<file path="src/sv/adx_pkg.sv">
// ----------------------------------------------------------------------------
// ADX package
// Widths, constants and shared types of the directional index block.
// ----------------------------------------------------------------------------
package adx_pkg;

  localparam int PRICE_W    = 32;  // Q16.16 price
  localparam int DIFF_W     = 33;  // price difference, one guard bit
  localparam int SUM_W      = 48;  // smoothed sums
  localparam int ACC_W      = 32;  // DX sum / ADX
  localparam int CNT_W      = 8;   // bar and DX counters
  localparam int PER_W      = 7;   // period register
  localparam int PCT_W      = 23;  // Q7.16 result
  localparam int PCT_HEAD_W = 7;   // integer bits of a percentage quotient
  localparam int PROD_W     = SUM_W + PER_W;   // num * 100
  localparam int ADX_PROD_W = ACC_W + PER_W;   // adx * (p - 1)
  localparam int DX_W       = PCT_W + 1;       // DI+ + DI-
  localparam int DIV_W      = 48;  // divider dividend / remainder / divisor
  localparam int DIV_CNT_W  = 6;   // divider step counter

  localparam int IN_DATA_W  = 3 * PRICE_W;
  localparam int IN_USER_W  = 2;
  localparam int OUT_PAD_W  = 3;
  localparam int OUT_DATA_W = 3 * PCT_W + OUT_PAD_W;

  localparam logic [PER_W-1:0]     PERIOD_DEFAULT = 7'd14;
  localparam logic [PCT_W-1:0]     Q_FULL         = 23'd6553600;  // 100.0 in Q7.16
  localparam logic [PER_W-1:0]     PCT_SCALE      = 7'd100;
  localparam logic [DIV_CNT_W-1:0] DIV_STEPS_FULL = 6'd48;
  localparam logic [DIV_CNT_W-1:0] DIV_STEPS_PCT  = 6'd23;

  // divider launch group
  typedef struct packed {
    logic                 start;
    logic [DIV_CNT_W-1:0] steps;
  } div_ctl_t;

endpackage

</file>
<file path="src/sv/adx_div.sv">
// ----------------------------------------------------------------------------
// ADX serial divider
// Restoring divider, one quotient bit per cycle. Dividend bits shift in
// MSB first on top of a preloaded partial remainder, which must be below
// the divisor.
// ----------------------------------------------------------------------------
module adx_div import adx_pkg::*; (
  input  logic             clk,
  input  logic             rst,
  input  div_ctl_t         ctl,
  input  logic [DIV_W-1:0] dividend,  // left-aligned bit stream
  input  logic [DIV_W-1:0] rem_init,
  input  logic [DIV_W-1:0] divisor,
  output logic [DIV_W-1:0] quot,
  output logic             done
);

  logic                 busy;
  logic [DIV_CNT_W-1:0] cnt;
  logic [DIV_W-1:0]     sr;
  logic [DIV_W-1:0]     rem;
  logic [DIV_W-1:0]     dvs;
  logic [DIV_W:0]       rem_shift;
  logic [DIV_W+1:0]     trial;
  logic                 borrow;

  assign rem_shift = {rem, sr[DIV_W-1]};
  assign trial     = {1'b0, rem_shift} - {2'b00, dvs};
  assign borrow    = trial[DIV_W+1];

  always_ff @(posedge clk) begin
    if (rst) begin
      busy <= 1'b0;
      done <= 1'b0;
    end else begin
      done <= 1'b0;
      if (ctl.start) begin
        busy <= 1'b1;
        cnt  <= ctl.steps;
        sr   <= dividend;
        rem  <= rem_init;
        dvs  <= divisor;
        quot <= '0;
      end else if (busy) begin
        rem  <= borrow ? rem_shift[DIV_W-1:0] : trial[DIV_W-1:0];
        quot <= {quot[DIV_W-2:0], ~borrow};
        sr   <= {sr[DIV_W-2:0], 1'b0};
        cnt  <= cnt - 1'b1;
        if (cnt == DIV_CNT_W'(1)) begin
          busy <= 1'b0;
          done <= 1'b1;
        end
      end
    end
  end

endmodule

</file>
<file path="src/sv/adx_directional_index.sv">
// Once smoothing runs, a bar goes through three divisions by the period, up to
//   three percentage divisions and one ADX division; zero or full range
//   percentages skip their division. Output stalls add to the time per bar.
// Throughput: one bar at a time; all divisions share one divider.
// rst (sync, high) clears all series state and sets the period to 14.
// ----------------------------------------------------------------------------
// ADX directional index
// Wilder ADX with DI+ and DI-, one price bar per request, Q16.16 in and
// Q7.16 out. All divisions go through one serial divider.
// ----------------------------------------------------------------------------
module adx_directional_index import adx_pkg::*; (
  input  logic                  clk,
  input  logic                  rst,
  // configuration: smoothing period, 0 means 14
  input  logic                  cfg_wr_en,
  input  logic [PER_W-1:0]      cfg_wr_data,
  // bar requests
  input  logic                  s_axis_tvalid,
  output logic                  s_axis_tready,
  input  logic [IN_DATA_W-1:0]  s_axis_tdata,   // high_price, low_price, close_price
  input  logic [IN_USER_W-1:0]  s_axis_tuser,   // row_valid, series_start
  // results
  output logic                  m_axis_tvalid,
  input  logic                  m_axis_tready,
  output logic [OUT_DATA_W-1:0] m_axis_tdata,   // adx_value, DI+, DI-, pad
  output logic [0:0]            m_axis_tuser    // result_valid
);

  typedef enum logic [13:0] {
    ST_IDLE   = 14'h0001,
    ST_DIFF   = 14'h0002,  // raw differences vs previous bar
    ST_MOVE   = 14'h0004,  // true range and directional moves
    ST_ACC    = 14'h0008,  // summing phase add, or start smoothing
    ST_SDIV   = 14'h0010,
    ST_SWAIT  = 14'h0020,
    ST_PCHK   = 14'h0040,  // percentage: trivial cases, num * 100
    ST_PGO    = 14'h0080,
    ST_PWAIT  = 14'h0100,
    ST_DXPREP = 14'h0200,
    ST_ADX    = 14'h0400,
    ST_AGO    = 14'h0800,
    ST_AWAIT  = 14'h1000,
    ST_OUT    = 14'h2000
  } state_t;

  typedef enum logic [1:0] {
    LANE_TR,
    LANE_PDM,
    LANE_MDM
  } lane_t;

  typedef enum logic [1:0] {
    PCT_PLUS,
    PCT_MINUS,
    PCT_DX
  } pct_sel_t;

  state_t   state;
  lane_t    lane;
  pct_sel_t pct_sel;

  logic [PER_W-1:0] period_len;
  logic [PER_W-1:0] p;

  // latched request
  logic signed [PRICE_W-1:0] in_high, in_low, in_close;
  logic                      in_row_valid;

  // series state
  logic signed [PRICE_W-1:0] prev_high, prev_low, prev_close;
  logic [CNT_W-1:0]          bar_count;
  logic [SUM_W-1:0]          s_tr, s_pdm, s_mdm;
  logic [CNT_W-1:0]          dx_count;
  logic [ACC_W-1:0]          adx_accum;

  // per-bar flags
  logic sum_ph, push;

  // differences and moves
  logic signed [DIFF_W-1:0] hl, up, dn;
  logic [DIFF_W-1:0]        hpc_abs, lpc_abs;
  logic [DIFF_W-1:0]        tr, pdm, mdm;

  // percentage and ADX work registers
  logic [PCT_W-1:0]      pdi, mdi, dx;
  logic [DX_W-1:0]       dx_num, dx_den;
  logic [PROD_W-1:0]     pct_t;
  logic [ADX_PROD_W-1:0] adx_prod;
  logic                  adx_blend;

  // combinational helpers
  logic signed [DIFF_W-1:0] hx, lx, cpx, hpx, lpx;
  logic [DIFF_W-1:0]        tr_m1, tr_max;
  logic [CNT_W-1:0]         idx;
  logic [SUM_W-1:0]         pct_num, pct_den;
  logic                     pct_zero, pct_sat, pct_fin;
  logic [PCT_W-1:0]         pct_val;
  state_t                   pct_after;
  logic [SUM_W-1:0]         lane_sum;
  logic [DIFF_W-1:0]        lane_new;
  logic [SUM_W-1:0]         lane_upd;
  logic                     res_valid;
  logic [PCT_W-1:0]         adx_out;
  logic                     out_load;

  // divider
  div_ctl_t         div_ctl;
  logic [DIV_W-1:0] div_dividend, div_rem, div_divisor, div_quot;
  logic             div_done;

  assign p = (period_len == '0) ? PERIOD_DEFAULT : period_len;

  assign s_axis_tready = (state == ST_IDLE);

  // bar differences, sign-extended to 33 bits
  assign hx  = DIFF_W'(in_high);
  assign lx  = DIFF_W'(in_low);
  assign cpx = DIFF_W'(prev_close);
  assign hpx = DIFF_W'(prev_high);
  assign lpx = DIFF_W'(prev_low);
  assign idx = bar_count - 1'b1;

  // true range = max(h - l, |h - pc|, |l - pc|); h - l may be negative
  assign tr_m1  = (hl[DIFF_W-1] || (hpc_abs > hl)) ? hpc_abs : hl;
  assign tr_max = (lpc_abs > tr_m1) ? lpc_abs : tr_m1;

  // percentage operand select
  always_comb begin
    case (pct_sel)
      PCT_PLUS: begin
        pct_num = s_pdm;
        pct_den = s_tr;
      end
      PCT_MINUS: begin
        pct_num = s_mdm;
        pct_den = s_tr;
      end
      PCT_DX: begin
        pct_num = SUM_W'(dx_num);
        pct_den = SUM_W'(dx_den);
      end
      default: begin
        pct_num = s_pdm;
        pct_den = s_tr;
      end
    endcase
  end

  assign pct_zero = (pct_den == '0);
  assign pct_sat  = (pct_num >= pct_den);
  assign pct_fin  = ((state == ST_PCHK) && (pct_zero || pct_sat)) ||
                    ((state == ST_PWAIT) && div_done);
  assign pct_val  = (state == ST_PWAIT) ? div_quot[PCT_W-1:0] :
                    (pct_zero ? '0 : Q_FULL);

  // where to go once a percentage is known
  always_comb begin
    case (pct_sel)
      PCT_PLUS:  pct_after = ST_PCHK;
      PCT_MINUS: pct_after = (push && (s_tr != '0)) ? ST_DXPREP : ST_OUT;
      PCT_DX:    pct_after = ST_ADX;
      default:   pct_after = ST_OUT;
    endcase
  end

  // smoothing lane select: sum - sum/p + new
  always_comb begin
    case (lane)
      LANE_TR: begin
        lane_sum = s_tr;
        lane_new = tr;
      end
      LANE_PDM: begin
        lane_sum = s_pdm;
        lane_new = pdm;
      end
      LANE_MDM: begin
        lane_sum = s_mdm;
        lane_new = mdm;
      end
      default: begin
        lane_sum = s_tr;
        lane_new = tr;
      end
    endcase
  end

  assign lane_upd = lane_sum - div_quot + SUM_W'(lane_new);

  // divider launch
  always_comb begin
    div_ctl.start = 1'b0;
    div_ctl.steps = DIV_STEPS_FULL;
    div_dividend  = lane_sum;
    div_rem       = '0;
    div_divisor   = DIV_W'(p);
    case (state)
      ST_SDIV: begin
        div_ctl.start = 1'b1;
      end
      ST_PGO: begin
        // quotient < 2^23, so pct_t >> 7 is already below the divisor
        div_ctl.start = 1'b1;
        div_ctl.steps = DIV_STEPS_PCT;
        div_rem       = pct_t[PROD_W-1:PCT_HEAD_W];
        div_dividend  = {pct_t[PCT_HEAD_W-1:0], {(DIV_W-PCT_HEAD_W){1'b0}}};
        div_divisor   = pct_den;
      end
      ST_AGO: begin
        div_ctl.start = 1'b1;
        div_dividend  = adx_blend ? DIV_W'(adx_prod + ADX_PROD_W'(dx)) :
                                    DIV_W'(adx_accum);
      end
      default: begin
        div_ctl.start = 1'b0;
      end
    endcase
  end

  adx_div u_div (
    .clk      (clk),
    .rst      (rst),
    .ctl      (div_ctl),
    .dividend (div_dividend),
    .rem_init (div_rem),
    .divisor  (div_divisor),
    .quot     (div_quot),
    .done     (div_done)
  );

  // result gating
  assign res_valid = (bar_count >= {p, 1'b1}) && (dx_count >= CNT_W'(p));
  assign adx_out   = (adx_accum > ACC_W'(Q_FULL)) ? Q_FULL : adx_accum[PCT_W-1:0];

  // output register loads once it is empty or being taken
  assign out_load  = (state == ST_OUT) && (!m_axis_tvalid || m_axis_tready);

  // configuration
  always_ff @(posedge clk) begin
    if (rst) begin
      period_len <= PERIOD_DEFAULT;
    end else if (cfg_wr_en) begin
      period_len <= cfg_wr_data;
    end
  end

  // sequencer and series state
  always_ff @(posedge clk) begin
    if (rst) begin
      state      <= ST_IDLE;
      prev_high  <= '0;
      prev_low   <= '0;
      prev_close <= '0;
      bar_count  <= '0;
      s_tr       <= '0;
      s_pdm      <= '0;
      s_mdm      <= '0;
      dx_count   <= '0;
      adx_accum  <= '0;
    end else begin
      case (state)
        ST_IDLE: begin
          if (s_axis_tvalid) begin
            in_high      <= s_axis_tdata[PRICE_W-1:0];
            in_low       <= s_axis_tdata[2*PRICE_W-1:PRICE_W];
            in_close     <= s_axis_tdata[3*PRICE_W-1:2*PRICE_W];
            in_row_valid <= s_axis_tuser[0];
            pct_sel      <= PCT_PLUS;
            // series start wipes state before the bar is taken
            if (s_axis_tuser[1]) begin
              prev_high  <= '0;
              prev_low   <= '0;
              prev_close <= '0;
              bar_count  <= '0;
              s_tr       <= '0;
              s_pdm      <= '0;
              s_mdm      <= '0;
              dx_count   <= '0;
              adx_accum  <= '0;
            end
            state <= ST_DIFF;
          end
        end
        ST_DIFF: begin
          hl      <= hx - lx;
          hpc_abs <= (hx >= cpx) ? (hx - cpx) : (cpx - hx);
          lpc_abs <= (lx >= cpx) ? (lx - cpx) : (cpx - lx);
          up      <= hx - hpx;
          dn      <= lpx - lx;
          sum_ph  <= idx < CNT_W'(p);
          push    <= in_row_valid && (bar_count != '0) && (bar_count >= CNT_W'(p));
          if (in_row_valid) begin
            prev_high  <= in_high;
            prev_low   <= in_low;
            prev_close <= in_close;
            if (bar_count != '1) begin
              bar_count <= bar_count + 1'b1;
            end
          end
          state <= (in_row_valid && (bar_count != '0)) ? ST_MOVE : ST_PCHK;
        end
        ST_MOVE: begin
          tr    <= tr_max;
          pdm   <= ((up > dn) && !up[DIFF_W-1] && (up != '0)) ? up : '0;
          mdm   <= ((dn > up) && !dn[DIFF_W-1] && (dn != '0)) ? dn : '0;
          state <= ST_ACC;
        end
        ST_ACC: begin
          if (sum_ph) begin
            s_tr  <= s_tr + SUM_W'(tr);
            s_pdm <= s_pdm + SUM_W'(pdm);
            s_mdm <= s_mdm + SUM_W'(mdm);
            state <= ST_PCHK;
          end else begin
            lane  <= LANE_TR;
            state <= ST_SDIV;
          end
        end
        ST_SDIV: begin
          state <= ST_SWAIT;
        end
        ST_SWAIT: begin
          if (div_done) begin
            case (lane)
              LANE_TR: begin
                s_tr  <= lane_upd;
                lane  <= LANE_PDM;
                state <= ST_SDIV;
              end
              LANE_PDM: begin
                s_pdm <= lane_upd;
                lane  <= LANE_MDM;
                state <= ST_SDIV;
              end
              default: begin
                s_mdm <= lane_upd;
                state <= ST_PCHK;
              end
            endcase
          end
        end
        ST_PCHK, ST_PWAIT: begin
          if (pct_fin) begin
            case (pct_sel)
              PCT_PLUS: begin
                pdi     <= pct_val;
                pct_sel <= PCT_MINUS;
              end
              PCT_MINUS: begin
                mdi <= pct_val;
              end
              default: begin
                dx <= pct_val;
              end
            endcase
            state <= pct_after;
          end else if (state == ST_PCHK) begin
            pct_t <= PROD_W'(pct_num) * PROD_W'(PCT_SCALE);
            state <= ST_PGO;
          end
        end
        ST_PGO: begin
          state <= ST_PWAIT;
        end
        ST_DXPREP: begin
          dx_num  <= (pdi >= mdi) ? DX_W'(pdi - mdi) : DX_W'(mdi - pdi);
          dx_den  <= DX_W'(pdi) + DX_W'(mdi);
          pct_sel <= PCT_DX;
          state   <= ST_PCHK;
        end
        ST_ADX: begin
          if (dx_count != '1) begin
            dx_count <= dx_count + 1'b1;
          end
          if (dx_count < CNT_W'(p)) begin
            // averaging phase: sum DX, divide once the period is full
            adx_accum <= adx_accum + ACC_W'(dx);
            adx_blend <= 1'b0;
            state     <= ((dx_count + 1'b1) == CNT_W'(p)) ? ST_AGO : ST_OUT;
          end else begin
            adx_prod  <= ADX_PROD_W'(adx_accum) * ADX_PROD_W'(p - 1'b1);
            adx_blend <= 1'b1;
            state     <= ST_AGO;
          end
        end
        ST_AGO: begin
          state <= ST_AWAIT;
        end
        ST_AWAIT: begin
          if (div_done) begin
            adx_accum <= div_quot[ACC_W-1:0];
            state     <= ST_OUT;
          end
        end
        ST_OUT: begin
          if (out_load) begin
            state <= ST_IDLE;
          end
        end
        default: begin
          state <= ST_IDLE;
        end
      endcase
    end
  end

  // result valid: set on load, dropped once taken
  always_ff @(posedge clk) begin
    if (rst) begin
      m_axis_tvalid <= 1'b0;
    end else if (out_load) begin
      m_axis_tvalid <= 1'b1;
    end else if (m_axis_tready) begin
      m_axis_tvalid <= 1'b0;
    end
  end

  // output payload
  always_ff @(posedge clk) begin
    if (out_load) begin
      if (res_valid) begin
        m_axis_tdata <= {{OUT_PAD_W{1'b0}}, mdi, pdi, adx_out};
      end else begin
        m_axis_tdata <= '0;
      end
      m_axis_tuser <= res_valid;
    end
  end

endmodule

</file>
<file path="config.mk">
export PLATFORM = sky130hd
export DESIGN_NAME = adx_directional_index
export DESIGN_NICKNAME = d
export VERILOG_FILES = /design/src/sv/adx_pkg.sv /design/src/sv/adx_div.sv /design/src/sv/adx_directional_index.sv
export SDC_FILE = /design/constraint.sdc
export NUM_CORES = 2
export LEC_CHECK = 0
export ABC_AREA = 0
export BUFFER_PORTS_ARGS = -buffer_cell sky130_fd_sc_hd__buf_2
export CAP_MARGIN = 20
export CORE_ASPECT_RATIO = 1.25
export CORE_MARGIN = 3
export CORE_UTILIZATION = 29
export CTS_CLUSTER_DIAMETER = 200
export CTS_CLUSTER_SIZE = 10
export DETAILED_ROUTE_END_ITERATION = 10
export MAX_ROUTING_LAYER = met4
export SLEW_MARGIN = 40
export SYNTH_ARGS = -nofsm -noshare
export SYNTH_HDL_FRONTEND = slang
export SYNTH_SLANG_ARGS = --single-unit
</file>
<file path="constraint.sdc">
create_clock -name clk -period 20.2 [get_ports clk]
set_input_delay 4.04 -clock clk [delete_from_list [all_inputs] [get_ports clk]]
set_output_delay 4.04 -clock clk [all_outputs]
set_load 0.05 [all_outputs]
</file>
==> metrics.cfg <==
[routing]
vias=73521
via_per_inst=5.22
drt_iter0_drc=5556
met1_length_um=123000
ant_nets=0
dr.pass1.iters=6
wirelength_um=313000
wl_met3_um=16600
drc=0
met2WireLength_um=152000
routed.top_layer=met4
routedWlPerCell_um=22.2

[cells_and_area]
drive_gt1_frac=0.0575
final_cells=14093
nets=11180
final_util=0.323
final_area_um2=101000
area_growth_pct=10.6

[timing]
rsz0062_at_grt=false
hold_violations=0
setup_tns_ns=0
worst_pin_slew_ns=0.981
setup_slack_ns=11.75
fin_skew_ns=0.0867
slew_viol_final=0
slew_headroom=0.346
finalCritPeriodShare=0.418
fin_crit_ns=8.45
setup_viol=0
fmax_mhz=118

[synthesis]
synth_common_cells=inv_1 (1001), ha_1 (971), edfxtp_1 (844)
synth_top_cell_area_share=0.278
seq_area_frac_synth=0.347
syn_area_per_cell_um2=9.29
syn_area_um2=91200
synthCells=9815
synth-edff-count=844
ys_async_sr_fraction=0
ys_types=114
yosysMostFrequentCell=inv_1
synth_area_leaders=edfxtp_1 (28%), ha_1 (13%), dfxtp_1 (6.9%)
synth_top_area_cell=edfxtp_1
synth_warnings=0
ys.flop_type=edfxtp_1
synth_seq_cells=1156

[clock_network]
clock_path_buffers=4
cts-resized-gates=0
cts.sinks=1156
cts_tree=built
clkTransAtPathRegs_ns=0.06
clk_latency_ns=0.85
numCtsBuffers=141
post-cts-setup-buffers=0
h-tree-depth=4
cts_root_buffer=clkbuf_16
holdBufCountCts=0

[pwr]
ir_drop_uv=68.3
pwr-share-clk=0.321
power_density_nw_per_um2=73.8
netSwitchingPower_w=0.00256
power.internal_w=0.00488
swShare=0.344
p_leak_nw=42.8
share_seq_of_total_power=0.375
pwr-share-comb=0.304

[placed_design]
dpl.hpwl_um=245000
pre_cts_slack_ns=11.83
place.gp.congestion=0.998
dpl_cell_area_um2=96700
io_buffers=181
dp_cells=13839

[floorplan]
io_pins=185
die-height_um=633
coreArea_um2=312000
core.rowCount=229
start_util=0.292
fp.dieW_um=507
die_area_um2=321000

[critical_path]
worstSetupStartpoint=period_len[5]
worstPathArrival_ns=8.97
rr_startpoint=period_len[5]
crit_type=flip-flop to flip-flop
critical_path_required_ns=20.72
cpPeakStageDelay_ns=0.57
slowest_stage=fa_1
critPathLaunchType=flip-flop
crit_path_max_fanout=29
crit_top_cell=fa_1
cp-end-kind=flip-flop

[grt]
grt_use_total=0.194
grt_pass1_vias=72240
grt_max_degree=137
grt_overflow=0
antenna_found_initial=8
grt_pass1_wl_um=462000

[worst_hold_path]
holdCritStartpoint=in_close[16]
hold_class=flip-flop to flip-flop

[outcome]
status=completed

[flow_run]
max_cap_viol_count=0

## through the flow
| step | hold slack, ns | power (W) |
|---|---|---|
| floorplan | 0.436 | 0.00445 |
| global placement | 0.438 | 0.00506 |
| detailed placement | 0.440 | 0.00507 |
| CTS | 0.436 | 0.00748 |
| global route | 0.457 | 0.00785 |
| finish | 0.430 | 0.00744 |
## sequential cells by signal, summed over array words and instances (netlist names), 39 cells and up
register / flops
pct_t: 53
u_div.sr: 48
m_axis_tdata: 69
s_mdm: 48
s_pdm: 48
s_tr: 48
u_div.rem: 48
u_div.dvs: 48
adx_prod: 39
u_div.quot: 48
## final timing paths
path                     to  slack [ns]  cells past startpoint
min reg2reg  prev_close[16]        0.43                      1
max reg2reg    adx_prod[37]       11.75                     28
max            adx_prod[37]       11.75                     28
min          prev_close[16]        0.43                      1
## cell usage in the layout (no fill, tap or decap), types with 146 or more instances in the layout
cell type / n
inv_1: 1001
ha_1: 965
edfxtp_1: 844
nor2_1: 747
a21oi_1: 712
nand2_1: 577
o21ai_0: 528
xnor2_1: 346
a21o_1: 338
dfxtp_1: 311
fa_1: 273
nor3_1: 217
and2_1: 215
buf_2: 180
nand3_1: 162
mux2i_1: 162
xor2_1: 157
nor2b_1: 153
a211oi_1: 146
## kinds of logic after synthesis
group                    synth area share
AO/OA/AOI/OAI                       0.190
XOR/XNOR                           0.0487
adder cells (fa/ha/maj)             0.193
buffers and inverters              0.0601
flip-flops                          0.347
multiplexers                       0.0191
other                           0.0000824
AND/OR/NAND/NOR                     0.142
## power groups by stage
stage          clock [W]  sequential, W  combinational [W]
5_1_grt          0.00252        0.00280            0.00253
6_report         0.00239        0.00279            0.00226
4_1_cts          0.00244        0.00279            0.00225
3_3_place_gp           0        0.00284            0.00222
2_1_floorplan          0        0.00276            0.00169
3_5_place_dp           0        0.00284            0.00223
## routing by layer
| layer | track usage | up-vias |
|---|---|---|
| li1 | - | 35006 |
| met1 | 0.221 | 35515 |
| met2 | 0.326 | 2281 |
| met3 | 0.0240 | 719 |
| met4 | 0.115 | 0 |
| met5 | - | - |
## cell type report
cell class                 instances  area (um2)
inverter                        1003        3760
multi-input combinational       7262       54600
antenna                            8        20.0
timing repair buffer             262        1630
clock inverter                     5        77.6
tap                             4158        5200
fill                           32307      211000
clock buffer                     239        3940
sequential                      1156       31600
## critical path, delay by kind of cell (launching register included)
family                     cells  cell delay (ns)
adders and majority gates      5             2.46
AOI/OAI and AO/OA              9             2.31
and+or+nand+nor                8             1.96
buffers and inverters          4             0.61
DFF                            1             0.49
xor gates and xnor gates       2             0.32
(Power assumes the default switching activity.)
